`src/hdl/aabbmr_pkg.sv`:
```
// aabbmr_pkg: shared types and constants for the box move and resolve block
`default_nettype none
package aabbmr_pkg;

  // internal position width, units of 2^-17
  localparam int POS_W  = 36;
  // stored face width, 2*center +/- size
  localparam int FACE_W = 34;
  // product width of velocity times time step
  localparam int PROD_W = 49;
  // rounding shift from 2^-32 to 2^-17 units
  localparam int STEP_SHIFT = 15;

  // output saturation limits in internal width
  localparam logic signed [POS_W-1:0] OUT_MAX = POS_W'(32'sh7FFF_FFFF);
  localparam logic signed [POS_W-1:0] OUT_MIN = POS_W'(-64'sd2147483648);

  // item function codes
  localparam logic FUNC_LOAD = 1'b0;
  localparam logic FUNC_MOVE = 1'b1;

  typedef struct packed {
    logic               func;
    logic [3:0]         entry_index;
    logic signed [31:0] center_x;
    logic signed [31:0] center_y;
    logic [30:0]        size_x;
    logic [30:0]        size_y;
    logic signed [31:0] vel_x;
    logic signed [31:0] vel_y;
    logic [15:0]        delta_t;
  } in_item_t;

  typedef struct packed {
    logic signed [31:0] new_x;
    logic signed [31:0] new_y;
    logic signed [31:0] new_vel_x;
    logic signed [31:0] new_vel_y;
    logic               grounded;
  } out_item_t;

  // one platform as stored: faces in 2^-17 units
  typedef struct packed {
    logic signed [FACE_W-1:0] lo_x;
    logic signed [FACE_W-1:0] hi_x;
    logic signed [FACE_W-1:0] lo_y;
    logic signed [FACE_W-1:0] hi_y;
  } face_rec_t;

  localparam int FACE_REC_W = $bits(face_rec_t);

  typedef enum logic [2:0] {
    ST_IDLE,
    ST_MUL,
    ST_STEP,
    ST_SCAN_X,
    ST_SCAN_Y,
    ST_FINISH
  } state_t;

  // commands from controller to datapath
  typedef struct packed {
    logic capture;
    logic mul;
    logic step;
    logic stage_a;
    logic apply_x;
    logic apply_y;
    logic finish;
  } ctrl_cmd_t;

endpackage
`default_nettype wire

```
`src/hdl/aabbmr_datapath.sv`:
```
// aabbmr_datapath: step, face compare and clamp, output rounding
`default_nettype none
module aabbmr_datapath
  import aabbmr_pkg::*;
(
  input  wire logic      clk,
  input  wire logic      rst,
  input  wire in_item_t  item,
  input  wire ctrl_cmd_t cmd,
  input  wire face_rec_t rd_rec,
  output face_rec_t      wr_rec,
  output logic           result_valid,
  output out_item_t      result
);

  logic signed [POS_W-1:0]  ox, oy, px, py;
  logic signed [POS_W-1:0]  hx, hy;
  logic signed [31:0]       vx, vy;
  logic        [15:0]       dt;
  logic signed [PROD_W-1:0] prod_x, prod_y;
  logic signed [POS_W-1:0]  ex_lo, ex_hi, ey_lo, ey_hi;
  logic                     bx, by, gr;
  logic signed [PROD_W-1:0] rnd_x, rnd_y;
  logic signed [POS_W-1:0]  step_x, step_y;
  logic                     ov_y, ov_x;

  // saturate to output q16.16 with round half up
  function automatic logic signed [31:0] to_out(input logic signed [POS_W-1:0] p);
    logic signed [POS_W-1:0] r;
    r = (p + POS_W'(1)) >>> 1;
    if (r > OUT_MAX) begin
      to_out = 32'sh7FFF_FFFF;
    end else if (r < OUT_MIN) begin
      to_out = 32'sh8000_0000;
    end else begin
      to_out = r[31:0];
    end
  endfunction

  // face record for a load item
  always_comb begin
    wr_rec.lo_x = {item.center_x[31], item.center_x, 1'b0} - FACE_W'(item.size_x);
    wr_rec.hi_x = {item.center_x[31], item.center_x, 1'b0} + FACE_W'(item.size_x);
    wr_rec.lo_y = {item.center_y[31], item.center_y, 1'b0} - FACE_W'(item.size_y);
    wr_rec.hi_y = {item.center_y[31], item.center_y, 1'b0} + FACE_W'(item.size_y);
  end

  // rounded steps from registered products
  assign rnd_x  = (prod_x + PROD_W'(1 << (STEP_SHIFT - 1))) >>> STEP_SHIFT;
  assign rnd_y  = (prod_y + PROD_W'(1 << (STEP_SHIFT - 1))) >>> STEP_SHIFT;
  assign step_x = rnd_x[POS_W-1:0];
  assign step_y = rnd_y[POS_W-1:0];

  // overlap tests for the two passes
  assign ov_y = (oy > ey_lo) && (oy < ey_hi);
  assign ov_x = (px > ex_lo) && (px < ex_hi);

  // body registers
  always_ff @(posedge clk) begin
    if (cmd.capture) begin
      ox <= POS_W'($signed({item.center_x, 1'b0}));
      oy <= POS_W'($signed({item.center_y, 1'b0}));
      hx <= POS_W'(item.size_x);
      hy <= POS_W'(item.size_y);
      vx <= item.vel_x;
      vy <= item.vel_y;
      dt <= item.delta_t;
      bx <= 1'b0;
      by <= 1'b0;
      gr <= 1'b0;
    end
    if (cmd.mul) begin
      prod_x <= PROD_W'(vx * $signed({1'b0, dt}));
      prod_y <= PROD_W'(vy * $signed({1'b0, dt}));
    end
    if (cmd.step) begin
      px <= ox + step_x;
      py <= oy + step_y;
    end
    // horizontal clamp against one platform
    if (cmd.apply_x && ov_y) begin
      if ((vx > 0) && (ox <= ex_lo) && (px >= ex_lo)) begin
        px <= ex_lo;
        bx <= 1'b1;
      end else if ((vx < 0) && (ox >= ex_hi) && (px <= ex_hi)) begin
        px <= ex_hi;
        bx <= 1'b1;
      end
    end
    // vertical clamp: landing or ceiling
    if (cmd.apply_y && ov_x) begin
      if ((vy <= 0) && (oy >= ey_hi) && (py <= ey_hi)) begin
        py <= ey_hi;
        gr <= 1'b1;
        by <= 1'b1;
      end else if ((vy > 0) && (oy <= ey_lo) && (py >= ey_lo)) begin
        py <= ey_lo;
        by <= 1'b1;
      end
    end
  end

  // faces widened by the body half extents
  always_ff @(posedge clk) begin
    if (cmd.stage_a) begin
      ex_lo <= POS_W'(rd_rec.lo_x) - hx;
      ex_hi <= POS_W'(rd_rec.hi_x) + hx;
      ey_lo <= POS_W'(rd_rec.lo_y) - hy;
      ey_hi <= POS_W'(rd_rec.hi_y) + hy;
    end
  end

  // result register
  always_ff @(posedge clk) begin
    if (cmd.finish) begin
      result.new_x     <= to_out(px);
      result.new_y     <= to_out(py);
      result.new_vel_x <= bx ? 32'sd0 : vx;
      result.new_vel_y <= by ? 32'sd0 : vy;
      result.grounded  <= gr;
    end
  end

  // result strobe
  always_ff @(posedge clk) begin
    if (rst) begin
      result_valid <= 1'b0;
    end else begin
      result_valid <= cmd.finish;
    end
  end

endmodule
`default_nettype wire
```
`config.mk`:
```
export PLATFORM = sky130hd
export DESIGN_NAME = aabbmr_datapath
export DESIGN_NICKNAME = d
export VERILOG_FILES = /design/src/hdl/aabbmr_pkg.sv /design/src/hdl/aabbmr_datapath.sv
export SDC_FILE = /design/constraint.sdc
export NUM_CORES = 2
export LEC_CHECK = 0
export ABC_AREA = 1
export BUFFER_PORTS_ARGS = -buffer_cell sky130_fd_sc_hd__buf_2
export CAP_MARGIN = 20
export CORE_ASPECT_RATIO = 0.75
export CORE_MARGIN = 2
export CORE_UTILIZATION = 30
export DETAILED_ROUTE_END_ITERATION = 7
export GPL_TIMING_DRIVEN = 1
export HOLD_SLACK_MARGIN = 0.06
export PLACE_DENSITY = 0.44
export SLEW_MARGIN = 20
export SYNTH_ARGS = -nofsm -noshare
export SYNTH_HDL_FRONTEND = slang
export SYNTH_SLANG_ARGS = --single-unit
```
`constraint.sdc`:
```
create_clock -name clk -period 10.6 [get_ports clk]
set_input_delay 2.12 -clock clk [delete_from_list [all_inputs] [get_ports clk]]
set_output_delay 2.12 -clock clk [all_outputs]
set_load 0.05 [all_outputs]
```
# --- Word-level counts from Yosys, hierarchy flattened ---
# Index checks and enable logic that the tools add are counted.
word_totals:
  ff_bits: 653
  output_inout_bits: 266
op_classes:
  reduce_logical: 12
  n_mul: 2
  n_lt_le_gt_ge: 20
  muxes: 21
  addsub: 14
ops:
  columns: ["op", "n"]
  rows:
  - ["36-bit two-way mux", 8]
  - ["49-bit by 16-bit adder with 49-bit output (second input constant)", 2]
  - ["32-bit by 17-bit multiplier with 49-bit output", 2]
  - ["36-bit by 2-bit adder with 36-bit output (second input constant)", 2]
  - ["33-bit by 36-bit greater-or-equal comparator with 1-bit output", 2]
  - ["36-bit greater-or-equal comparator", 2]
  - ["33-bit by 36-bit <= comparator with 1-bit output", 2]
  - ["36-bit <= comparator", 2]
  - ["33-bit by 34-bit adder with 35-bit output", 2]
  - ["34-bit by 32-bit adder with 35-bit output", 2]
  - ["35-bit by 32-bit greater-than comparator with 1-bit output (second input constant)", 2]
  - ["35-bit by 32-bit < comparator with 1-bit output (second input constant)", 2]
  - ["34-bit by 32-bit subtractor with 35-bit output", 2]
  - ["33-bit by 32-bit adder with 34-bit output", 2]
  - ["33-bit by 32-bit subtractor with 34-bit output", 2]
  - ["32-bit by 1-bit greater-than comparator with 1-bit output (second input constant)", 2]
  - ["32-bit two-way mux", 2]
  - ["33-bit by 36-bit greater-than comparator with 1-bit output", 1]
  - ["36-bit greater-than comparator", 1]
  - ["33-bit by 36-bit < comparator with 1-bit output", 1]
  - ["36-bit < comparator", 1]
  - ["32-bit by 1-bit <= comparator with 1-bit output (second input constant)", 1]
  - ["32-bit by 1-bit < comparator with 1-bit output (second input constant)", 1]
  - ["1-bit logical AND", 12]
  - ["1-bit two-way mux", 11]

# --- Logic depth before layout (Yosys ltp) ---
depth:
  ltp_word: 6
  ltp_mapped: 29

# --- Worst setup path before layout ---
# Ideal clock, no wire load.
synth_path:
  path_kind: "input to output"
  start: "input item[83] (netlist name)"
  end: "output wr_rec[20] (netlist name)"
  path_slack_ps: 4026
  stages: 14
  t_arrival_ps: 4454
  path_cell_list: "inv_1 -> ha_1 -> buf_2 -> inv_1 -> a21oi_1 -> nand2_1 -> nand2_1 -> nand3_1 -> nand2_1 -> nand2_1 -> a21boi_0 -> o21ai_0 -> a21oi_1 -> xor2_1"
synth_rtl:
  columns: ["element", "line", "text"]
  rows:
  - ["start, declared", "aabbmr_datapath.sv:8", "input wire in_item_t item,"]
  - ["end, declared", "aabbmr_datapath.sv:11", "output face_rec_t wr_rec,"]

==> results.json <==
{
  "status": "complete, no violations",
  "numCtsBuffers": 79,
  "regArea_um2": 17900,
  "relSlewSlack_pct": 16.0,
  "dp.cells": 15600,
  "startpoint": "item[101]",
  "syn_nets": 13600,
  "ys_types": 58,
  "layout.nets": 14000,
  "syn_area_per_cell_um2": 7.69,
  "drc": 0,
  "grt_max_degree": 81,
  "start_kind": "input pin",
  "grt_pass1_vias": 76400,
  "period_minus_slack_ns": 7.52,
  "cts_root_buffer": "clkbuf_16",
  "skew_ns": 0.0392,
  "clk_pin_slew_ns": 0.06,
  "die_h_um": 472,
  "ys.flop_type": "edfxtp_1",
  "worst_skew_pair.late_latency_ns": 0.74,
  "crit_path_end_kind": "output port",
  "r2r_start": "dt[12]",
  "synth_area_um2": 87800,
  "grt_setup_unrepaired": "no",
  "required_ns": 8.48,
  "hold_start": "gr",
  "ant_nets": 0,
  "area_growth_pct": 11.1,
  "grt_antenna_before_repair": 22,
  "rows": 171,
  "drv_slew": 0,
  "whs_endpoint": "result[0]",
  "hp-class": "reg -> reg",
  "r2r_slack_ns": 3.26,
  "dr.first_iter.drc_count": 5919,
  "hold_viol": 0,
  "dieArea_um2": 297000,
  "final_cell_mix": "2727 x nand2_1, 2718 x inv_1, 984 x fa_1",
  "setup_violations": 0,
  "synthArstFlopShare_pct": 0,
  "grt_pass1_wl_um": 494000,
  "crit_fanout": 8,
  "cts_tree": "yes",
  "utilization_pct": 33.6,
  "whs_path_depth": 0,
  "final.setup.tns_ns": 0,
  "mostFrequentLayoutCell": "nand2_1",
  "stdcell_count": 15800,
  "wl_um": 329000,
  "fillers": 31100,
  "start_util_pct": 30.2,
  "grtUsageTotal_pct": 21.9,
  "die_x_um": 629,
  "timing.max_cap.violations": 0,
  "tightest_slew_ns": 1.25,
  "yosys_warnings": 0,
  "viasPerCell": 4.78,
  "io_buffer_count": 616,
  "place_congestion": 0.947,
  "synth-seq-cells": 621,
  "first_pass_iters": 6,
  "fmax_ghz": 0.133,
  "fin_hold_ws_ns": 0.443,
  "synth.yosys.seq_area_share_pct": 20.4,
  "synth_cells": 11400,
  "design.core.area_um2": 290000,
  "cts_setup_buffers": 0,
  "htreeDepth": 3,
  "multi_input_area_um2": 58200,
  "synth_enable_flop_cells": 545,
  "pin_count": 622,
  "cts_hold_buf": 0,
  "fin_crit_sh_pct": 71.0,
  "clock_sinks": 621,
  "vias": 75400,
  "rr_endpoint": "prod_x[33]",
  "worstSetupPathType": "in -> out",
  "dp_hpwl_um": 273000,
  "cts_resized": 0,
  "overflow": 0,
  "wl_per_cell_um": 20.9,
  "drive_above_1_share_pct": 7.34,
  "cts_buffer_depth": 3,
  "rr_worst_depth": 21,
  "cp.arrival_ns": 5.40
}
## kinds of logic after synthesis
| group | after synthesis | share of synthesized area (%) |
|---|---|---|
| and+or+nand+nor | 4121 | 19.3 |
| xor gates and xnor gates | 462 | 4.61 |
| muxes | 1 | 0.0114 |
| buffers and inverters | 3085 | 13.3 |
| adders and majority gates | 1808 | 34.2 |
| DFF | 621 | 20.4 |
| AOI/OAI and AO/OA | 1319 | 8.19 |
## worst max path at each step
stage                  to  slack, ns  cells past startpoint
6_report       wr_rec[65]       3.08                     14
2_1_floorplan  wr_rec[20]       4.03                     14
3_5_place_dp   wr_rec[64]       3.23                     14
5_1_grt        prod_y[45]       2.86                     20
3_3_place_gp   wr_rec[65]       3.19                     14
4_1_cts        wr_rec[64]       3.23                     14
## through the flow
step | cell area, um^2 | setup WS, ns
finish | 97500 | 3.08
global placement | 94800 | 3.19
global route | 97500 | 2.86
CTS | 97400 | 3.23
floorplan | 87800 | 4.03
detailed placement | 94800 | 3.23
## worst max-delay path, stage by stage
cell	delay (ns)
buf_2	0.12
inv_1	0.05
ha_1	0.48
nand2_1	0.26
nor4_1	0.85
nand3_1	0.32
nand3_1	0.35
nand2_1	0.10
o211ai_1	0.19
nand2_1	0.13
nand2_1	0.08
nand2_1	0.04
nand2_1	0.05
buf_2	0.26
## layout make-up
class                           count  share of cell area (%)
Antenna cell                        8                  0.0205
Timing Repair Buffer              678                    3.75
Multi-Input combinational cell   7711                    59.7
Clock buffer                       89                    2.07
Inverter                         2723                    10.5
Tap cell                         3892                    4.99
Sequential cell                   621                    18.3
Clock inverter                     57                   0.640
## cell usage after synthesis, types with 16 or more instances
| master | number | area [um^2] |
|---|---|---|
| clkbuf_1 | 268 | 1010 |
| buf_2 | 18 | 90.1 |
| o211ai_1 | 26 | 195 |
| buf_1 | 58 | 218 |
| a31oi_1 | 27 | 169 |
| fa_1 | 984 | 19700 |
| o21ai_1 | 16 | 80.1 |
| nor4_1 | 76 | 475 |
| xnor2_1 | 112 | 981 |
| a21oi_1 | 640 | 3200 |
| nand4_1 | 130 | 813 |
| edfxtp_1 | 545 | 16400 |
| o21bai_1 | 24 | 180 |
| nand3b_1 | 18 | 135 |
| nand2_1 | 2727 | 10200 |
| nor2_1 | 675 | 2530 |
| a21o_1 | 54 | 405 |
| a21boi_0 | 18 | 135 |
| xor2_1 | 350 | 3070 |
| o21ai_0 | 429 | 2150 |
| nand3_1 | 345 | 1730 |
| inv_1 | 2719 | 10200 |
| ha_1 | 824 | 10300 |
| nor3_1 | 92 | 460 |
| dfxtp_1 | 76 | 1520 |
| o21a_1 | 39 | 293 |
## registers in the layout, summed over array words and instances (netlist names), 16 cells and up
register	count
hy	31
ex_lo	35
px	36
hx	31
prod_y	35
ey_hi	35
ox	32
ex_hi	35
prod_x	35
py	36
vx	32
result	129
dt	16
ey_lo	35
vy	32
oy	32
## layer usage
metal	track usage, %	share of wire [%]	vias up
met2	32.5	42	2260
met3	3.65	6.8	191
li1	-	-	35900
met1	33.7	50	37000
met5	0	0.0033	-
met4	3.04	1.2	2
Power is not shown: default switching activity piles up to over one toggle a cycle in this logic, so the estimate is an artifact.
