$ cat config.mk
export PLATFORM = sky130hd
export DESIGN_NAME = aabbmr_ctrl
export DESIGN_NICKNAME = d
export VERILOG_FILES = /design/src/hdl/aabbmr_pkg.sv /design/src/hdl/aabbmr_ctrl.sv
export SDC_FILE = /design/constraint.sdc
export NUM_CORES = 1
export LEC_CHECK = 0
export BUFFER_PORTS_ARGS = -buffer_cell sky130_fd_sc_hd__buf_2
export CORE_MARGIN = 2
export CORE_UTILIZATION = 38
export DETAILED_ROUTE_END_ITERATION = 8
export MAX_ROUTING_LAYER = met4
export SETUP_SLACK_MARGIN = 0.2
export SYNTH_ARGS = -nofsm -noshare
export SYNTH_HDL_FRONTEND = slang
export SYNTH_SLANG_ARGS = --single-unit
$ cat constraint.sdc
create_clock -name clk -period 2.3 [get_ports clk]
set_input_delay 0.115 -clock clk [delete_from_list [all_inputs] [get_ports clk]]
set_output_delay 0.115 -clock clk [all_outputs]
set_load 0.01 [all_outputs]
$ cat src/hdl/aabbmr_pkg.sv
// aabbmr_pkg: shared types and constants for the box move and resolve block
`default_nettype none
package aabbmr_pkg;

  // internal position width, units of 2^-17
  localparam int POS_W  = 36;
  // stored face width, 2*center +/- size
  localparam int FACE_W = 34;
  // product width of velocity times time step
  localparam int PROD_W = 49;
  // rounding shift from 2^-32 to 2^-17 units
  localparam int STEP_SHIFT = 15;

  // output saturation limits in internal width
  localparam logic signed [POS_W-1:0] OUT_MAX = POS_W'(32'sh7FFF_FFFF);
  localparam logic signed [POS_W-1:0] OUT_MIN = POS_W'(-64'sd2147483648);

  // item function codes
  localparam logic FUNC_LOAD = 1'b0;
  localparam logic FUNC_MOVE = 1'b1;

  typedef struct packed {
    logic               func;
    logic [3:0]         entry_index;
    logic signed [31:0] center_x;
    logic signed [31:0] center_y;
    logic [30:0]        size_x;
    logic [30:0]        size_y;
    logic signed [31:0] vel_x;
    logic signed [31:0] vel_y;
    logic [15:0]        delta_t;
  } in_item_t;

  typedef struct packed {
    logic signed [31:0] new_x;
    logic signed [31:0] new_y;
    logic signed [31:0] new_vel_x;
    logic signed [31:0] new_vel_y;
    logic               grounded;
  } out_item_t;

  // one platform as stored: faces in 2^-17 units
  typedef struct packed {
    logic signed [FACE_W-1:0] lo_x;
    logic signed [FACE_W-1:0] hi_x;
    logic signed [FACE_W-1:0] lo_y;
    logic signed [FACE_W-1:0] hi_y;
  } face_rec_t;

  localparam int FACE_REC_W = $bits(face_rec_t);

  typedef enum logic [2:0] {
    ST_IDLE,
    ST_MUL,
    ST_STEP,
    ST_SCAN_X,
    ST_SCAN_Y,
    ST_FINISH
  } state_t;

  // commands from controller to datapath
  typedef struct packed {
    logic capture;
    logic mul;
    logic step;
    logic stage_a;
    logic apply_x;
    logic apply_y;
    logic finish;
  } ctrl_cmd_t;

endpackage
`default_nettype wire

$ cat src/hdl/aabbmr_ctrl.sv
// aabbmr_ctrl: sequencer for load and move items and the two table scans
`default_nettype none
module aabbmr_ctrl
  import aabbmr_pkg::*;
#(
  parameter int MAX_PLATFORMS = 16,
  parameter int ADDR_W = (MAX_PLATFORMS > 1) ? $clog2(MAX_PLATFORMS) : 1,
  parameter int CNT_W  = $clog2(MAX_PLATFORMS + 2)
) (
  input  wire logic              clk,
  input  wire logic              rst,
  input  wire logic              start,
  input  wire logic              func,
  input  wire logic [3:0]        entry_index,
  input  wire logic              cfg_wr_en,
  input  wire logic [4:0]        cfg_wr_data,
  output logic                   busy,
  output ctrl_cmd_t              cmd,
  output logic                   ram_we,
  output logic      [ADDR_W-1:0] ram_waddr,
  output logic      [ADDR_W-1:0] ram_raddr
);

  state_t           state, state_next;
  logic [4:0]       active_count;
  logic [CNT_W-1:0] scan_idx, scan_idx_next;
  logic [CNT_W-1:0] scan_n;
  logic             scan_last;
  logic             scanning;
  logic             rd_en;
  logic             rd_valid;
  logic             face_valid;
  logic             accept;
  logic             slot_ok;

  assign accept = start && !busy;
  assign busy   = (state != ST_IDLE);

  // entries taking part, limited to the table depth
  always_comb begin
    if (9'(active_count) > 9'(MAX_PLATFORMS)) begin
      scan_n = CNT_W'(MAX_PLATFORMS);
    end else begin
      scan_n = CNT_W'(active_count);
    end
  end

  assign scanning  = (state == ST_SCAN_X) || (state == ST_SCAN_Y);
  assign scan_last = (scan_idx == scan_n + CNT_W'(1));
  assign rd_en     = scanning && (scan_idx < scan_n);

  // config register
  always_ff @(posedge clk) begin
    if (rst) begin
      active_count <= '0;
    end else if (cfg_wr_en) begin
      active_count <= cfg_wr_data;
    end
  end

  // table writes happen at accept of a load item
  assign slot_ok   = (9'(entry_index) < 9'(MAX_PLATFORMS));
  assign ram_we    = accept && (func == FUNC_LOAD) && slot_ok;
  assign ram_waddr = ADDR_W'(entry_index);
  assign ram_raddr = scan_idx[ADDR_W-1:0];

  // next state
  always_comb begin
    state_next = state;
    case (state)
      ST_IDLE: begin
        if (accept && (func == FUNC_MOVE)) begin
          state_next = ST_MUL;
        end
      end
      ST_MUL:    state_next = ST_STEP;
      ST_STEP:   state_next = ST_SCAN_X;
      ST_SCAN_X: begin
        if (scan_last) begin
          state_next = ST_SCAN_Y;
        end
      end
      ST_SCAN_Y: begin
        if (scan_last) begin
          state_next = ST_FINISH;
        end
      end
      ST_FINISH: state_next = ST_IDLE;
      default:   state_next = ST_IDLE;
    endcase
  end

  // scan counter
  always_comb begin
    if (scanning && !scan_last) begin
      scan_idx_next = scan_idx + CNT_W'(1);
    end else begin
      scan_idx_next = '0;
    end
  end

  // outputs
  always_comb begin
    cmd         = '0;
    cmd.capture = accept && (func == FUNC_MOVE);
    case (state)
      ST_MUL:    cmd.mul = 1'b1;
      ST_STEP:   cmd.step = 1'b1;
      ST_SCAN_X: begin
        cmd.stage_a = rd_valid;
        cmd.apply_x = face_valid;
      end
      ST_SCAN_Y: begin
        cmd.stage_a = rd_valid;
        cmd.apply_y = face_valid;
      end
      ST_FINISH: cmd.finish = 1'b1;
      default:   cmd.finish = 1'b0;
    endcase
  end

  // state and read pipeline flags
  always_ff @(posedge clk) begin
    if (rst) begin
      state      <= ST_IDLE;
      scan_idx   <= '0;
      rd_valid   <= 1'b0;
      face_valid <= 1'b0;
    end else begin
      state      <= state_next;
      scan_idx   <= scan_idx_next;
      rd_valid   <= rd_en;
      face_valid <= rd_valid;
    end
  end

endmodule
`default_nettype wire

# Word level (Yosys, flattened, before mapping)
# Index checks and enable logic that the tools add are counted.
[totals]
ff_bits = 15
input_bits = 14
[classes]
eq_ne = 9
n_addsub = 2
magnitude_cmp = 2
n_mux = 11
reduce_logical = 13
n_bitwise = 2
[op_table]
columns = ["op", "count"]
rows = [
  ["$pmux 3 s5", 1],
  ["$add 5x1->5 const B", 2],
  ["$mux 3", 3],
  ["$eq 3x2->1 const B", 2],
  ["$eq 3x3->1 const B", 2],
  ["$mux 1", 6],
  ["$ne 2x2->1 const B", 3],
  ["$eq 5x5->1", 1],
  ["$gt 5x5->1 const B", 1],
  ["$logic_and 1x1->1", 5],
  ["$lt 5x5->1", 1],
  ["$mux 5", 1],
  ["$reduce_or 2->1", 2],
  ["$eq 3x1->1 const B", 1],
  ["$logic_not 3->1", 1],
  ["$reduce_and 3->1", 1],
  ["$reduce_bool 3->1", 1],
  ["$logic_not 1->1", 2],
  ["$not 1->1", 2],
  ["$logic_or 1x1->1", 1],
]

# Logic depth before layout (Yosys ltp)
# Gate-level depths: netlist of the first run.
[depth]
depth_word = 8
ltp_mapped = 9
ltp_nobuf = 8

# Worst setup path before layout of the first run
# No wires, ideal clock.
[synth_timing]
path_kind = "register to register"
startpoint = "register active_count[0]"
endpoint = "register rd_valid"
stages_incl_launch_ff = 8
arrival_time_ps = 1481
setup_slack_ps = 716
synth_period_minus_slack_ps = 1584
cell_sequence = "dfxtp_1 buf_2 or3b_1 a21oi_1 nor2b_1 o21ai_0 nand2b_1 a2111oi_2"
[synth_between]
elab_chain_len = 4
[synth_rtl]
columns = ["element", "line", "rtl"]
rows = [
  ["start: declaration", "aabbmr_ctrl.sv:25", "logic [4:0] active_count;"],
  ["start signal: assignment", "aabbmr_ctrl.sv:57", "active_count <= cfg_wr_data;"],
  ["$gt 5x5->1", "aabbmr_ctrl.sv:41", "if (9'(active_count) > 9'(MAX_PLATFORMS)) begin"],
  ["$mux 5 (*)", "aabbmr_ctrl.sv:41", ""],
  ["$lt 5x5->1 (*)", "aabbmr_ctrl.sv:50", "assign rd_en = scanning && (scan_idx < scan_n);"],
  ["$logic_and 1x1->1 (*)", "aabbmr_ctrl.sv:50", ""],
  ["end signal: assignment", "aabbmr_ctrl.sv:132", "rd_valid <= rd_en;"],
  ["end: declaration", "aabbmr_ctrl.sv:31", "logic rd_valid;"],
]
# Mark *: on every way between the ends. The rest lies on a longest branch, timed or not.
# A chain may end at the register's enable or synchronous reset.

# Final worst setup path of the first run
[layout_timing]
startpoint = "register active_count[4]"
endpoint = "register rd_valid"
# Same word-level chain as after synthesis.

==> results.ini, run 1 <==
[worst_setup_path]
cp-start-kind = flip-flop
path_max_fanout = 9
cp_data_required_time_ps = 2490
crit_type = flip-flop to flip-flop
critPathCaptureType = flip-flop
arrival_ps = 1940
r2r-start = active_count[4]
crit_start = active_count[4]

[run]
max-cap-violations = 0

[timing]
finalCriticalPeriod_ps = 1760
skew_ps = 1.03
drv_slew = 0
timing.setup.tns_ps = 0
rsz0062_at_grt = no
worst_pin_slew_ps = 288
finalSetupViolations = 0
hold_violations = 0
period_share_pct = 76.4
relSlewSlack_pct = 80.6
clock.fmax_ghz = 0.569
setup_ws_ps = 542

[yosys]
synth_cells = 109
syn-num-nets = 128
yosysWarnings = 0
netlist_area_um2 = 935
synth.yosys.seq_area_share_pct = 32.1
avgSynthCellArea_um2 = 8.57
synthDistinctLibCells = 33
synth-seq-cells = 15

[pwr]
p_leak_uw = 0.000472
ir_worst_vdd_mv = 0.301
cellPowerDensity_mw_per_mm2 = 517

[detailed_routing]
drtIter0Drc = 3
drc = 0
m1WireLength_um = 783
viasPerCell = 4.90
drt-pass1-iter-count = 2
routed_wl_mm = 1.65
vias = 730
avgRoutedWirePerCell_um = 11.0
drtAntennaViolNets = 0
wl_met2_um = 726
dr_wl_met3_um = 96
routed.top_layer = met4

[clocking]
cts_resized = 0
cts_setup_buffers = 0
cts_made_buffers = 3
cts-root-buf = clkbuf_4
cts_tree = yes
htreeDepth = 1
postCtsHoldBufs = 0
clock-sinks = 15
cts_max_path_buffers = 2
clk_pin_slew_ps = 80
insertion_delay_ps = 280

[place]
dp_hpwl_mm = 1.22
routabilityCongestion = 0.834
io_buffers = 22
place_ws_ps = 576

[final_layout]
n_antenna_cell = 0
drive_above_1_share_pct = 23.1
fin_nets = 141
area_growth_syn_to_layout_pct = 8.17
final_common_cell = buf_2
layout_common_cells = buf_2, nor2_1, dfxtp_1, mux2i_1
final_core_util_pct = 44.4

[floorplan]
num_rows = 17
die_x_um = 53.6
coreArea_mm2 = 0.00228
die_area_mm2 = 0.00287
start_util_pct = 41.1
die_h_um = 53.6
pin_count = 31

[min_path]
min_path_type = input port to flip-flop
min_from = cfg_wr_data[2]

[global_route]
track_usage_pct = 14.1
grt_pass1_vias = 689
antenna_found_initial = 0
grt_pass1_wl_mm = 2.88
grt_max_degree = 12
grt_overflow = 0

[run_status]
status = complete, no violations

[stage by stage]
stage / area (um^2) / hold slack [ps] / cells / power [uW]
4_1_cts: 1010 / 57.1 / 149 / 531
2_1_floorplan: 935 / 262 / 109 / 365
5_1_grt: 1010 / 85.8 / 149 / 553
3_3_place_gp: 985 / 230 / 145 / 379
6_report: 1010 / 60.5 / 149 / 522
3_5_place_dp: 985 / 230 / 145 / 381
[power breakdown]
group | switching (uW) | internal (uW)
registers | 18.4 | 270
clock network | 79.3 | 67.4
logic | 44.2 | 43.0
total | 142 | 380
[routing by layer]
layer  global-route usage [%]  vias up
met5                        -        -
met4                     8.12        0
met3                     2.78        5
met2                     23.5       19
met1                     15.8      322
li1                         -      384
[path summary, 6_finish.rpt]
path / slack (ps) / endpoint / depth (start not counted)
max: 540 / rd_valid / 8
min: 60 / active_count[2] / 3
max reg2reg: 540 / rd_valid / 8
min reg2reg: 460 / face_valid / 1
[critical path: stages (launching register included)]
cell	delay, ps
dfxtp_1	460
inv_1	120
nand2_1	80
ha_1	230
a21oi_1	130
nor2b_1	50
o21ai_0	160
nand2b_1	100
a2111oi_2	340
[state kept, by name (all words and copies together) (netlist names)]
signal / flops
scan_idx: 5
active_count: 5
state: 3
face_valid: 1
rd_valid: 1
[kinds of logic after synthesis]
group / count (synthesis) / share of synthesized area [%]
mux: 7 / 7.50
buf+inv: 18 / 11.8
simple gates: 44 / 25.6
flops: 15 / 32.1
fa+ha+maj: 5 / 6.69
xor+xnor: 7 / 6.56
compound gates: 13 / 9.77
[cell usage after synthesis]
master     instances  share of area, %
a2111oi_2          1               1.6
a21bo_1            1               1.1
a21oi_1            5               2.7
a31oi_1            3               2.0
a41oi_1            1              0.94
and2_1             1              0.67
and3_1             3               2.0
and4_4             1               1.2
and4b_1            1               1.1
buf_2              1              0.53
buf_4              9               7.2
buf_6              1               1.2
clkbuf_1           3               1.2
dfxtp_1           15                32
ha_1               5               6.7
inv_1              4               1.6
mux2i_1            7               7.5
nand2_1            4               1.6
nand2b_1           2               1.3
nand3_1            3               1.6
nand3b_1           1              0.80
nor2_1            16               6.4
nor2b_1            5               3.3
nor3_1             1              0.53
nor3b_1            1              0.80
o21ai_0            1              0.53
o32ai_1            1              0.94
or2_0              1              0.67
or3_1              2               1.3
or3_4              1               1.2
or3b_1             1              0.94
xnor2_1            3               2.8
xor2_1             4               3.7
[area by class of cell]
class	instances	area, um^2
Fill cell	230	1260
Multi-Input combinational cell	76	524
Sequential cell	15	300
Timing Repair Buffer	22	110
Tap cell	28	35.0
Clock buffer	4	26.3
Inverter	4	15.0
Note: power is estimated with default switching activity, not from simulation.
==> run 2: changes to the inputs <==
--- a/config.mk
+++ b/config.mk
@@ -5,6 +5,7 @@
 export SDC_FILE = /design/constraint.sdc
 export NUM_CORES = 1
 export LEC_CHECK = 0
+export ABC_AREA = 1
 export BUFFER_PORTS_ARGS = -buffer_cell sky130_fd_sc_hd__buf_2
 export CORE_MARGIN = 2
 export CORE_UTILIZATION = 38
==> constraint.sdc (replaced) <==
create_clock -name clk -period 1.7 [get_ports clk]
set_input_delay 0.085 -clock clk [delete_from_list [all_inputs] [get_ports clk]]
set_output_delay 0.085 -clock clk [all_outputs]
set_load 0.01 [all_outputs]
==> run 2 against run 1 <==
Against the previous run:
- final cell count grew 35%
- global-route usage is 2.2 points higher
- die area rose by 4.5%
- design area up 25%
- first-iteration DRC count rose to 4.0 times the previous value
- synthesized cell count rose by 31%
- largest cell class unchanged
- highest routed layer unchanged
==> results.ini, run 2 <==
[run_status]
status = complete, no violations

[place]
io_buffers = 22
post_dp_cell_area_mm2 = 0.00107
dp_hpwl_mm = 1.56
routabilityCongestion = 0.847

[pwr]
cellPowerDensity_mw_per_mm2 = 855
p_int_uw = 665
seq_power_share_pct = 40.8
power.switching_uw = 414
p_leak_uw = 0.000589
clkPwrFrac_pct = 19.1
ir_worst_vdd_mv = 0.523
comb_power_share_pct = 40.1
power.total_uw = 1080
sw_frac_of_total_pct = 38.4

[yosys]
synth_top_family_by_area = simple AND/OR/NAND/NOR gates
muxShareOfSynthArea_pct = 0
netlist_area_um2 = 980
synth_cells = 143
yosysWarnings = 0
synth_compound_area_share_pct = 10.6
synth_edf_count = 0
synth_xor_area_share_pct = 2.68
netlist.area_leader.share_pct = 30.7
yosys.cell_count.top_type = nor2_1
synthDistinctLibCells = 25
async_reset_ff_share_pct = 0
yosysTopAreaCell = dfxtp_1
syn-num-nets = 162
ys.flop_type = dfxtp_1
synth-seq-cells = 15
synth.area.top_cells = dfxtp_1, nor2_1, nand2_1
yosys.area_share.adder_pct = 6.39
synth.yosys.seq_area_share_pct = 30.7
synth_common_cells = nor2_1, nand2_1, inv_1
yosys.area_share.simple_pct = 35.1
avgSynthCellArea_um2 = 6.85

[detailed_routing]
vias = 940
dr_wl_met3_um = 80
viasPerCell = 4.68
m1WireLength_um = 952
drtIter0Drc = 12
drc = 0
avgRoutedWirePerCell_um = 10.4
wl_met2_mm = 1.03
routed_wl_mm = 2.09
routed.top_layer = met4
drtAntennaViolNets = 0
drt-pass1-iter-count = 4

[worst_setup_path]
critPathCapture = scan_idx[1]
crit_type = flip-flop to flip-flop
cp_data_required_time_ps = 1880
reg2reg_depth = 12
critPathCaptureType = flip-flop
path_depth = 12
rrSetupSlack_ps = 220
r2r-start = active_count[1]
cp-start-kind = flip-flop
critPathMaxStageDelay_ps = 360
arrival_ps = 1660
cpMostUsedCell = nand2_1
critPathTopFamily = simple AND/OR/NAND/NOR gates
path_max_fanout = 5
reg2reg_to = scan_idx[1]
crit_slowest_cell = dfxtp_4
cp_cell_sequence = buf_6 -> nand2_8 -> nor2_4 -> inv_1 -> nand2_1 -> nand2_1 -> nand2_1 -> nand3_2 -> nor2_2 -> inv_2 -> nand3_4 -> nor2_1
cp.buffers_inverters = 3
crit_start = active_count[1]

[final_layout]
fin_nets = 191
area_growth_syn_to_layout_pct = 28.9
finalInstanceArea_mm2 = 0.00126
multi_input_area_um2 = 604
final_core_util_pct = 51.4
nFillCells = 241
layout_common_cells = nor2_1, nand2_1, buf_2, inv_1, buf_4
drive_above_1_share_pct = 41.5
n_antenna_cell = 0
regArea_um2 = 315
top_regs = active_count (5), scan_idx (5), state (3)

[floorplan]
die_x_um = 54.8
coreArea_mm2 = 0.00245
pin_count = 31
start_util_pct = 39.9
num_rows = 18
die_h_um = 54.8
die_area_mm2 = 0.00300

[timing]
skew_ps = 10.8
drv_slew = 0
whs_ps = 12.8
finalCriticalPeriod_ps = 1480
timing.setup.tns_ps = 0
worst_pin_slew_ps = 261
clock.fmax_ghz = 0.674
finalSetupViolations = 0
rsz0062_at_grt = yes
hold_violations = 0
period_share_pct = 87.3
relSlewSlack_pct = 82.6

[min_path]
min_path_type = input port to flip-flop

[clocking]
clk_pin_slew_ps = 90
cts_max_path_buffers = 2
clock-sinks = 15
cts_made_buffers = 3
cts_tree = yes
cts-root-buf = clkbuf_4
insertion_delay_ps = 290
htreeDepth = 1

[global_route]
grt_pass1_wl_mm = 3.33
grt_max_degree = 9
antenna_found_initial = 0
grt_pass1_vias = 775
grt_overflow = 0
track_usage_pct = 16.3

[run]
max-cap-violations = 0

-- run 2: changes by cell type after synthesis, sizes merged, moves of 3 or more --
cell | previous run | this run
inv | 4 | 22
or3 | 3 | 0
nor3 | 1 | 4
clkbuf | 3 | 0
mux2i | 7 | 0
nand2 | 4 | 27
nor2 | 16 | 29
nand3 | 3 | 10
a31oi | 3 | 0
nor2b | 5 | 0
o21ai | 1 | 8
and3 | 3 | 0
buf | 11 | 8
-- run 2: routing by layer --
layer	vias up	global-route usage [%]
met5	-	-
met4	0	9.58
met3	4	3.28
met2	15	25.2
met1	421	19.5
li1	500	-
-- run 2: cells by family after synthesis --
group | Yosys count
compound gates | 17
xor+xnor | 3
fa+ha+maj | 5
buf+inv | 30
flops | 15
simple gates | 73
-- run 2: worst min path at each step --
stage                        start               to  cells after the start  slack [ps]
floorplan                      rst         state[2]                      1         150
global placement    entry_index[0]     ram_waddr[0]                      0         170
detailed placement  entry_index[0]     ram_waddr[0]                      0         170
CTS                 cfg_wr_data[2]  active_count[2]                      3           3
global route        cfg_wr_data[2]  active_count[2]                      3          10
finish              cfg_wr_data[2]  active_count[2]                      3          10
-- run 2: final cells by class --
type	instances	share of cell area, %
clock buffer	4	2.08
timing repair buffer	32	15.2
inverter	22	6.94
multi-input combinational	98	47.9
tap	30	2.97
sequential	15	25.0
-- run 2: power by group through the flow --
stage          logic [uW]  registers, uW  clock network (uW)
2_1_floorplan         274            426                   0
3_3_place_gp          353            434                   0
3_5_place_dp          354            437                   0
4_1_cts               386            427                 217
5_1_grt               490            446                 242
6_report              433            440                 206
-- run 2: worst reg2reg max path, stage by stage, from the launching register on --
cell and delay (ps):
dfxtp_4 360, buf_6 120, nand2_8 60, nor2_4 130, inv_1 50, nand2_1 80, nand2_1 50, nand2_1 70
nand3_2 110, nor2_2 150, inv_2 70, nand3_4 100, nor2_1 50
-- run 2: timing repair --
item	4_1_cts	5_1_grt
endpoints found under the setup margin	7	12
hold endpoints to repair	1	0
buffers inserted	6	3
pin swaps	2	7
gates resized for setup	13	17
hold buffers	1	0
-- run 2: through the flow --
stage	worst slack (ps)	cells
detailed placement	103	187
finish	216	201
global route	84.2	201
CTS	185	198
floorplan	276	143
global placement	214	187
