File: config.mk
export PLATFORM = sky130hd
export DESIGN_NAME = aabbmr_ram
export DESIGN_NICKNAME = d
export VERILOG_FILES = /design/src/hdl/aabbmr_ram.sv
export SDC_FILE = /design/constraint.sdc
export NUM_CORES = 1
export LEC_CHECK = 0
export BUFFER_PORTS_ARGS = -buffer_cell sky130_fd_sc_hd__buf_4
export CAP_MARGIN = 20
export CORE_UTILIZATION = 58
export CTS_CLUSTER_DIAMETER = 60
export DETAILED_ROUTE_END_ITERATION = 8
export PLACE_DENSITY_LB_ADDON = 0.3
export SKIP_LAST_GASP = 1
export SLEW_MARGIN = 20
export SYNTH_ARGS = -nofsm -noshare
export SYNTH_HDL_FRONTEND = slang
export SYNTH_SLANG_ARGS = --single-unit
File: constraint.sdc
create_clock -name clk -period 3.4 [get_ports clk]
set_clock_uncertainty 0.05 [all_clocks]
set_input_delay 0 -clock clk [delete_from_list [all_inputs] [get_ports clk]]
set_output_delay 0 -clock clk [all_outputs]
set_load 0.005 [all_outputs]
File: src/hdl/aabbmr_ram.sv
// aabbmr_ram: generic single write port ram with registered read
`default_nettype none
module aabbmr_ram #(
  parameter int WIDTH  = 8,
  parameter int DEPTH  = 16,
  parameter int ADDR_W = (DEPTH > 1) ? $clog2(DEPTH) : 1
) (
  input  wire logic              clk,
  input  wire logic              we,
  input  wire logic [ADDR_W-1:0] waddr,
  input  wire logic [WIDTH-1:0]  wdata,
  input  wire logic [ADDR_W-1:0] raddr,
  output logic      [WIDTH-1:0]  rdata
);

  logic [WIDTH-1:0] mem [DEPTH];

  // write port
  always_ff @(posedge clk) begin
    if (we) begin
      mem[waddr] <= wdata;
    end
  end

  // registered read port
  always_ff @(posedge clk) begin
    rdata <= mem[raddr];
  end

endmodule
`default_nettype wire

After elaboration in Yosys (flattened, before gate mapping)
Memories as Yosys holds them, arrays and structs flattened. A register that Yosys moved wholly into a read port is not among the register bits.
Index checks and enable logic that the tools add are counted.
{"block": "word_totals", "ff_bits": 0, "ram_bits": 128, "input_bits": 18, "mem_count": 1}
{"block": "op_classes", "mux": 2}
{"memory": "mem", "depth": 16, "width": 8, "rd": 1, "rd_clocked_by_memory_dff": 1, "wr": 1, "line_no": "16", "source": "logic [WIDTH-1:0] mem [DEPTH];"}
{"cell": "$mux W1", "n": 2}

Longest topological paths before layout
Gate-level depths: netlist (run 1).
{"block": "depth", "word_depth": 2, "ltp_mapped": 5}

Least setup slack after synthesis (run 1)
Ideal clock, no wire load.
{"block": "synth_timing", "path_kind": "input to register", "start": "input port waddr[2]", "end": "memory mem[0][0], enable pin", "setup_ns": 0.383, "t_arrival_ns": 1.110, "slack_ns": 1.857, "path_stages": 2, "path_cell_list": "or3b_2 -> nor3_1"}
{"item": "start: declaration", "line_no": "10", "source": "input wire logic [ADDR_W-1:0] waddr,"}
{"item": "end: declaration", "line_no": "16"}
Straight into the memory's write port.

Worst setup path after layout (run 1)
{"block": "layout_timing", "start": "input port waddr[3]", "end": "memory mem[0][2], enable pin"}
Straight into the memory's write port.

==> run_results.csv, run 1 <==
group,metric,value,unit
outcome,status,"complete, no violations",
setup_path,crit_required,3.49,ns
clock_network,cts_tree,"yes",
finish,fin_nets,296,
sta,worstMarginPinSlew,1.03,ns
sta,hold_viol,0,
global_route,antenna_found_initial,0,
power_and_ir_drop,power,3.73,mW
clock_network,cts_setup_buffers,0,
clock_network,clk_latency,0.51,ns
sta,slew_viol_final,0,
detailed_routing,first_pass_iters,5,
power_and_ir_drop,ir_drop,450,µV
detailed_routing,ant_nets,0,
clock_network,cts_max_level,4,
yosys,synth_area,0.00515,mm²
placement,portBuffers,25,
yosys,synthArstFlopShare,0,%
sta,clock.fmax,453,MHz
placement,gp_congestion,0.777,
clock_network,numCtsBuffers,17,
setup_path,critical-path-top-delay-family,"buffers and inverters",
clock_network,cts.path.max_buffers,2,
yosys,netlist_top_cells_count,"128 x edfxtp_1, 18 x mux4_2, 16 x a22oi_1, 14 x mux4_1, 13 x nor2_1",
global_route,grt_pass1_wl,13900,µm
sta,rsz0062_at_grt,"false",
setup_path,start_kind,"primary input",
yosys,synth_cell_types,19,
setup_path,critPathBufInv,3,
sta,hold_ws,0.0101,ns
yosys,synth_edf_count,128,
clock_network,ctsResizeCount,0,
floorplanning,core-area,0.00864,mm²
finish,final_layout_size_suffix_gt1_share,26.8,%
sta,setup_viol,0,
floorplanning,die_area,0.00926,mm²
power_and_ir_drop,clkPwrFrac,44.5,%
floorplanning,die_h,96.2,µm
detailed_routing,post_drt_wl_per_cell,24.0,µm
global_route,grt_max_degree,33,
global_route,grt_pass1_vias,2361,
setup_path,crit_path_max_fanout,8,
sta,fin_crit,2.21,ns
power_and_ir_drop,seqPwrFrac,50.6,%
yosys,ys_seq_area_share,77.8,%
yosys,ys.flop_type,"edfxtp_1",
power_and_ir_drop,p_leak,2.04,nW
sta,fin_setup_tns,0,ns
detailed_routing,drc,0,
setup_path,critPathMaxStageDelay,0.61,ns
detailed_routing,drtIter0Drc,258,
yosys,yosys.area.top_type_share,74.7,%
detailed_routing,wirelength,9580,µm
setup_path,critPathCaptureType,"register",
setup_path,slowest_stage,"dlygate4sd3_1",
floorplanning,die_width,96.2,µm
detailed_routing,drt-vias-per-instance,6.17,
power_and_ir_drop,switching_power,0.762,mW
power_and_ir_drop,cell_internal_pwr,2.97,mW
yosys,synth_area_per_cell,22.5,µm²
yosys,ys_ff_latch,136,
power_and_ir_drop,p_sw_share,20.4,%
setup_path,cpMostUsedCell,"dlygate4sd3_1",
clock_network,clk_pin_slew,0.06,ns
yosys,yosysMostFrequentCell,"edfxtp_1",
setup_path,crit_arrival,2.30,ns
hold_path,hold_class,"in -> reg",
setup_path,path_class,"in -> reg",
setup_path,crit_chain,"dlygate4sd3_1, buf_4, or3b_2, dlygate4sd3_1, nor3_2",
placement,dp_hpwl,5700,µm
detailed_routing,route.vias.total,2460,
finish,n_antenna_cell,0,
floorplanning,pin_count,26,
floorplanning,floorplan.initialDensity,59.6,%
power_and_ir_drop,combPwrFrac,4.9,%
global_route,grtUsageTotal,23.2,%
clock_network,cts_hold_buf,11,
floorplanning,rows,34,
clock_network,cts.sinks,136,
global_route,grt.overflow.total,0,
finish,post-route-util,70.5,%
power_and_ir_drop,p_per_area,612,mW/mm²
flow_run,max_cap_violations,0,
yosys,syn_inst,229,
finish,area_delta_synth_final,18.3,%
sta,min_period_over_period,64.9,%
yosys,synth_top_cell_by_area,"edfxtp_1",
clock_network,clockRootBuffer,"clkbuf_8",
sta,slew_headroom,30.8,%
yosys,synthTopCellsByArea,"edfxtp_1 75%, mux4_2 7.9%, mux4_1 7.1%",
yosys,ys_warn_count,0,
yosys,syn-num-nets,247,
==> routing by layer <==
layer | global-route usage [%] | wire length [µm] | vias up
li1 | - | - | 1069
met2 | 33.9 | 4730 | 116
met4 | 9.70 | 167 | 0
met1 | 33.3 | 4050 | 1266
met5 | 0 | 0 | -
met3 | 6.16 | 632 | 9
==> placed cells by master, fill, tap and decap left out, drive strengths merged <==
master       instances
clkinv               5
bufinv               1
nor3                 4
or3b                 1
nand3b               2
mux4                32
nand3                1
dlygate4sd3         13
nand2                9
edfxtp             128
dfxtp                8
and2b                1
nand2b               2
nor2b                1
and2                 1
clkinvlp             5
clkbuf              21
a22oi               16
buf                 27
nor2                13
==> sequential cells by signal (all words and copies together) (netlist names) <==
name / cells
mem: 128
rdata: 8
==> final timing paths <==
path,cells past startpoint,slack [ns],end,from
setup reg to reg,3,1.98,rdata[6],mem[2][6]
setup / recovery,5,1.19,mem[0][2],waddr[3]
hold / removal,4,0.01,rdata[0],raddr[2]
hold reg to reg,3,0.63,rdata[1],mem[11][1]
==> cell type report <==
class / instances / area, µm²
multi-input combinational: 83 / 1070
timing repair buffer: 40 / 333
tap: 108 / 135
fill: 519 / 2550
clock buffer: 21 / 449
clock inverter: 11 / 100
sequential: 136 / 4000
==> tightest hold or removal path: cells and delay by family <==
family                 cells  cell delay [ns]
AND/OR/NAND/NOR            2             0.21
AO/OA/AOI/OAI              1             0.21
buffers and inverters      1             0.11
==> power groups by stage <==
| stage | clock [mW] | sequential, mW | combinational (mW) |
|---|---|---|---|
| 2_1_floorplan | 0 | 1.92 | 0.0951 |
| 3_3_place_gp | 0 | 1.92 | 0.168 |
| 3_5_place_dp | 0 | 1.92 | 0.173 |
| 4_1_cts | 1.67 | 1.89 | 0.183 |
| 5_1_grt | 1.74 | 1.89 | 0.198 |
| 6_report | 1.66 | 1.89 | 0.183 |
==> logic make-up after synthesis <==
group           count (synthesis)  share of synthesized area (%)
compound gates                 16                           2.33
buf+inv                        10                           1.68
flops                         136                           77.8
simple gates                   35                           3.18
mux                            32                           15.0
==> stage by stage <==
stage                     instance area [µm²]  setup slack [ns]  cells
after floorplan                          5150              1.86    229
after global placement                   5400              1.52    354
after detailed placement                 5400              1.49    354
after CTS                                6060              1.79    397
after global routing                     6090              1.16    399
final                                    6090              1.19    399
No activity file was read; power rests on OpenSTA's default activity.
==> inputs of run 2 (changes only) <==
--- a/config.mk
+++ b/config.mk
@@ -5,9 +5,10 @@
 export SDC_FILE = /design/constraint.sdc
 export NUM_CORES = 1
 export LEC_CHECK = 0
+export ABC_AREA = 1
 export BUFFER_PORTS_ARGS = -buffer_cell sky130_fd_sc_hd__buf_4
 export CAP_MARGIN = 20
-export CORE_UTILIZATION = 58
+export CORE_UTILIZATION = 55
 export CTS_CLUSTER_DIAMETER = 60
 export DETAILED_ROUTE_END_ITERATION = 8
 export PLACE_DENSITY_LB_ADDON = 0.3
==> constraint.sdc (replaced) <==
create_clock -name clk -period 2 [get_ports clk]
set_clock_uncertainty 0.05 [all_clocks]
set_input_delay 0 -clock clk [delete_from_list [all_inputs] [get_ports clk]]
set_output_delay 0 -clock clk [all_outputs]
set_load 0.005 [all_outputs]
==> run_results.csv, run 2 <==
group,metric,value,unit
outcome,status,"complete, no violations",
power_and_ir_drop,combPwrFrac,6.1,%
yosys,yosysMostFrequentCell,"nand2_1",
yosys,netlist_top_cells_count,"173 x nand2_1, 128 x edfxtp_1, 100 x inv_1, 97 x nand3_1, 17 x nor2_1",
detailed_routing,first_pass_iters,5,
sta,fin_ws,0.293,ns
clock_network,cts_tree,"yes",
sta,rsz0062_at_grt,"false",
detailed_routing,drtIter0Drc,300,
sta,setup_viol,0,
detailed_routing,drc,0,
power_and_ir_drop,p_leak,2.92,nW
yosys,synth_cell_types,12,
detailed_routing,ant_nets,0,
sta,fin_setup_tns,0,ns
yosys,synth_area,0.00577,mm²
clock_network,cts_hold_buf,11,
power_and_ir_drop,switching_power,1.45,mW
finish,final_common_cell,"nand2_1",
floorplanning,die_h,104,µm
clock_network,cts_setup_buffers,0,
sta,slew_viol_final,0,
finish,regMostFlops,"mem",
hold_path,whs_path_depth,4,
power_and_ir_drop,p_per_area,1010,mW/mm²
floorplanning,die_width,104,µm
clock_network,ctsResizeCount,0,
yosys,synth_edf_count,128,
global_route,grt_max_degree,65,
yosys,ys_seq_area_share,69.4,%
setup_path,crit_arrival,2.09,ns
finish,top_regs,"mem: 128 flops, rdata: 8 flops",
setup_path,r2r-start,"mem[9][7]",
power_and_ir_drop,p_sw_share,21.3,%
floorplanning,die_area,0.0109,mm²
yosys,ys_warn_count,0,
flow_run,max_cap_violations,0,
finish,final_layout_size_suffix_gt1_share,10.8,%
floorplanning,pin_count,26,
sta,fin_crit,1.71,ns
yosys,synth_top_cell_by_area,"edfxtp_1",
global_route,grtUsageTotal,25.6,%
sta,clock.fmax,586,MHz
sta,worstMarginPinSlew,0.829,ns
sta,hold_viol,0,
setup_path,critPathCaptureType,"register",
floorplanning,core-area,0.0102,mm²
finish,fin_nets,608,
hold_path,hold_end,"mem[0][6]",
placement,portBuffers,25,
hold_path,hold_class,"in -> reg",
setup_path,worst-r2r-setup-slack,0.47,ns
hold_path,min_from,"we",
global_route,antenna_found_initial,0,
yosys,yosys.area.top_type_share,66.7,%
floorplanning,rows,37,
power_and_ir_drop,seqPwrFrac,46.9,%
clock_network,clk_pin_slew,0.06,ns
detailed_routing,post_drt_wl_per_cell,17.4,µm
setup_path,crit_required,2.38,ns
finish,area_delta_synth_final,17.1,%
clock_network,cts.sinks,136,
power_and_ir_drop,clkPwrFrac,47.0,%
power_and_ir_drop,cell_internal_pwr,5.39,mW
placement,dp_slack,0.450,ns
setup_path,crit_path_max_fanout,17,
clock_network,numCtsBuffers,17,
placement,gp_congestion,0.816,
global_route,grt.overflow.total,0,
global_route,grt_pass1_vias,3906,
clock_network,clockRootBuffer,"clkbuf_8",
detailed_routing,wirelength,12900,µm
sta,slew_headroom,44.5,%
setup_path,path_class,"in -> reg",
finish,fillCellCount,771,
power_and_ir_drop,ir_drop,659,µV
yosys,syn_inst,551,
setup_path,reg2reg_depth,7,
clock_network,cts_max_level,4,
yosys,synthTopCellsByArea,"edfxtp_1 67%, nand2_1 11%, nand3_1 8.4%",
finish,n_antenna_cell,0,
yosys,synthArstFlopShare,0,%
yosys,synth_area_per_cell,10.5,µm²
setup_path,r2r-end,"rdata[7]",
finish,largest_reg_flops,128,
yosys,syn-num-nets,569,
clock_network,clk_latency,0.53,ns
detailed_routing,route.vias.total,3898,
floorplanning,floorplan.initialDensity,56.4,%
placement,dp_hpwl,7790,µm
yosys,ys.flop_type,"edfxtp_1",
setup_path,start_kind,"primary input",
global_route,grt_pass1_wl,20100,µm
yosys,ys_ff_latch,136,
clock_network,cts.path.max_buffers,2,
detailed_routing,drt-vias-per-instance,5.27,
sta,min_period_over_period,85.4,%
finish,final_cell_mix,"173 x nand2_1, 128 x edfxtp_1, 100 x inv_1",
[run 2: cell types whose count changed after synthesis, sizes merged, moves of 16 or more]
| cell | previous run | this run |
|---|---|---|
| buf | 7 | 24 |
| inv | 0 | 102 |
| mux4 | 32 | 0 |
| nand2 | 9 | 173 |
| a22oi | 16 | 0 |
| nand3 | 1 | 97 |
[run 2: worst max-delay path by stage]
stage	startpoint	end	slack (ns)	cells past startpoint
2_1_floorplan	waddr[2]	mem[10][0]	1.0	2
3_3_place_gp	waddr[0]	mem[12][4]	0.56	4
3_5_place_dp	waddr[0]	mem[12][6]	0.45	4
4_1_cts	raddr[2]	rdata[7]	0.35	7
5_1_grt	raddr[2]	rdata[7]	0.23	7
6_report	raddr[2]	rdata[7]	0.29	7
[run 2: layer usage]
metal / global-route usage [%] / share of wire [%] / routed length, µm / vias to the layer above
met3: 5.51 / 5.8 / 751 / 37
li1: - / - / - / 1854
met4: 13.6 / 3.3 / 421 / 0
met5: 0 / 0 / 0 / -
met1: 31.8 / 40 / 5200 / 1859
met2: 42.2 / 51 / 6520 / 148
[run 2: cells by family (layout without fill, tap and decap cells)]
| group | count (synthesis) | after routing | share of synthesized area (%) |
|---|---|---|---|
| AND/OR/NAND/NOR | 289 | 289 | 21.0 |
| flip-flops | 136 | 136 | 69.4 |
| buffers and inverters | 126 | 178 | 9.52 |
[run 2: stage by stage]
| stage | area, µm² | cells | hold WS (ns) | util [%] | total power, mW |
|---|---|---|---|---|---|
| floorplan | 5770 | 551 | 0.0489 | - | 3.49 |
| global placement | 6030 | 696 | 0.276 | 58.9 | 3.65 |
| detailed placement | 6030 | 696 | 0.269 | 58.9 | 3.66 |
| CTS | 6750 | 739 | 0.0299 | 66.0 | 6.85 |
| global route | 6750 | 739 | 0.0760 | 66.0 | 7.01 |
| finish | 6750 | 739 | 0.0362 | 66.0 | 6.84 |
[run 2: final cells by class]
cell class	count	area [µm²]	area share, %
repair buffers	44	370	5.48
clock inverters	12	178	2.63
multi-input cells	289	1210	18.0
clock buffers	20	435	6.45
inverters	102	383	5.67
flip-flops and latches	136	4000	59.3
well taps	136	170	2.52
[run 2: worst max-delay path: stages]
cell and delay (ns):
dlygate4sd3_1 0.54, buf_4 0.21, inv_1 0.44, nand3_1 0.21
nand3_1 0.10, dlygate4sd3_1 0.54, nand2_1 0.05
[run 2: power groups by stage]
| stage | clock network, mW | registers (mW) | logic, mW |
|---|---|---|---|
| detailed placement | 0 | 3.27 | 0.392 |
| floorplan | 0 | 3.26 | 0.225 |
| CTS | 3.23 | 3.21 | 0.414 |
| global placement | 0 | 3.27 | 0.386 |
| global route | 3.35 | 3.21 | 0.455 |
| finish | 3.21 | 3.21 | 0.415 |
==> inputs of run 3 (changes only) <==
--- a/config.mk
+++ b/config.mk
@@ -7,8 +7,7 @@
 export LEC_CHECK = 0
 export ABC_AREA = 1
 export BUFFER_PORTS_ARGS = -buffer_cell sky130_fd_sc_hd__buf_4
-export CAP_MARGIN = 20
-export CORE_UTILIZATION = 55
+export CORE_UTILIZATION = 58
 export CTS_CLUSTER_DIAMETER = 60
 export DETAILED_ROUTE_END_ITERATION = 8
 export PLACE_DENSITY_LB_ADDON = 0.3
==> constraint.sdc (replaced) <==
create_clock -name clk -period 1.9 [get_ports clk]
set_clock_uncertainty 0.05 [all_clocks]
set_input_delay 0 -clock clk [delete_from_list [all_inputs] [get_ports clk]]
set_output_delay 0 -clock clk [all_outputs]
set_load 0.005 [all_outputs]
==> run_results.csv, run 3 (synthesized netlist as in run 2, its figures left out) <==
group,metric,value,unit
sta,slew_headroom,48.9,%
finish,fin_nets,612,
sta,fin_setup_tns,0,ns
sta,min_period_over_period,87.5,%
hold_path,hold_class,"in -> reg",
global_route,antenna_found_initial,0,
finish,fin_area,0.00679,mm²
setup_path,path_class,"in -> reg",
clock_network,clockRootBuffer,"clkbuf_8",
clock_network,cts_max_level,4,
setup_path,r2r-start,"mem[9][4]",
sta,slew_viol_final,0,
floorplanning,rows,36,
setup_path,start_kind,"primary input",
setup_path,crit_arrival,2.02,ns
sta,rsz0062_at_grt,"false",
power_and_ir_drop,p_leak,2.95,nW
power_and_ir_drop,p_per_area,1070,mW/mm²
clock_network,cts.path.max_buffers,2,
sta,setup_viol,0,
floorplanning,core-area,0.00968,mm²
placement,dp_hpwl,7780,µm
setup_path,crit_path_max_fanout,17,
floorplanning,pin_count,26,
detailed_routing,drt-vias-per-instance,5.40,
global_route,grt_pass1_vias,3891,
setup_path,crit_required,2.26,ns
floorplanning,die_area,0.0103,mm²
floorplanning,die_h,102,µm
finish,final_cell_mix,"173 x nand2_1, 128 x edfxtp_1, 100 x inv_1",
placement,gp_congestion,0.923,
flow_run,max_cap_violations,0,
finish,final_common_cell,"nand2_1",
global_route,grt_max_degree,56,
setup_path,worst-r2r-setup-slack,0.38,ns
global_route,grt.overflow.total,0,
finish,top_regs,"mem: 128 flops, rdata: 8 flops",
detailed_routing,wirelength,13100,µm
placement,post_dp_cell_area,0.00606,mm²
setup_path,r2r-end,"rdata[4]",
setup_path,startpoint,"raddr[2]",
sta,clock.fmax,602,MHz
detailed_routing,route.vias.total,3992,
outcome,status,"complete, no violations",
finish,n_antenna_cell,0,
setup_path,reg2reg_depth,7,
detailed_routing,drc,0,
power_and_ir_drop,ir_drop,678,µV
power_and_ir_drop,power,7.28,mW
clock_network,numCtsBuffers,17,
sta,hold_viol,0,
detailed_routing,drtIter0Drc,275,
setup_path,critPathCaptureType,"register",
finish,largest_reg_flops,128,
finish,final_layout_size_suffix_gt1_share,11.2,%
floorplanning,floorplan.initialDensity,59.5,%
sta,fin_crit,1.66,ns
clock_network,cts.sinks,136,
detailed_routing,first_pass_iters,5,
global_route,grtUsageTotal,27.5,%
global_route,grt_pass1_wl,20100,µm
sta,worstMarginPinSlew,0.764,ns
clock_network,ctsResizeCount,0,
floorplanning,die_width,102,µm
finish,regMostFlops,"mem",
setup_path,crit_end,"rdata[4]",
clock_network,clk_pin_slew,0.06,ns
clock_network,cts_tree,"yes",
placement,portBuffers,25,
detailed_routing,ant_nets,0,
finish,area_delta_synth_final,17.7,%
detailed_routing,post_drt_wl_per_cell,17.7,µm
clock_network,clk_latency,0.52,ns
-- run 3: cell types whose count changed in the layout (fill, tap and decap cells not counted), sizes merged --
cell and delta:
buf +4, clkbuf -2, bufinv +1, clkinv -1, inv +1
-- run 3: routing by layer --
metal  share of wire [%]  GRT usage [%]  vias up
li1                    -              -     1860
met5                   0              0        -
met3                 6.2           5.38       44
met2                  51           45.5      182
met4                 3.3           13.8        0
met1                  39           34.8     1906
-- run 3: final cells by class --
| class | instances | area (µm²) |
|---|---|---|
| multi-input combinational | 289 | 1210 |
| fill | 678 | 2900 |
| tap | 133 | 166 |
| clock inverter | 13 | 203 |
| sequential | 136 | 4000 |
| inverter | 102 | 383 |
| clock buffer | 18 | 418 |
| timing repair buffer | 48 | 400 |
-- run 3: metrics by stage --
stage | std cells | utilization (%) | setup WS (ns) | hold WS, ns
after floorplan | 551 | - | 0.899 | 0.0489
after global placement | 697 | 62.5 | 0.515 | 0.274
after detailed placement | 697 | 62.5 | 0.487 | 0.279
after CTS | 739 | 70.1 | 0.315 | 0.0507
after global routing | 739 | 70.1 | 0.0958 | 0.0897
final | 739 | 70.1 | 0.238 | 0.0787
-- run 3: worst min-delay path by stage --
stage	start	endpoint	slack, ns	depth (start not counted)
after floorplan	wdata[0]	mem[0][0]	0.05	0
after global placement	raddr[3]	rdata[2]	0.27	3
after detailed placement	raddr[3]	rdata[4]	0.28	3
after CTS	we	mem[0][7]	0.05	4
after global routing	we	mem[0][7]	0.09	4
final	we	mem[0][7]	0.08	4
-- run 3: power breakdown --
group          switching, mW  internal, mW
sequential            0.0233          3.35
clock                   1.21          2.25
combinational          0.289         0.149
-- run 3: what timing repair did --
action,CTS,global route
buffers inserted,0,0
hold buffers,11,0
endpoints found under the hold margin,136,0
-- run 3: critical path, cell delays in order --
cell and delay, ns:
dlygate4sd3_1 0.54, buf_4 0.21, inv_1 0.43, nand3_1 0.15, nand3_1 0.10, dlygate4sd3_1 0.54
nand2_1 0.05
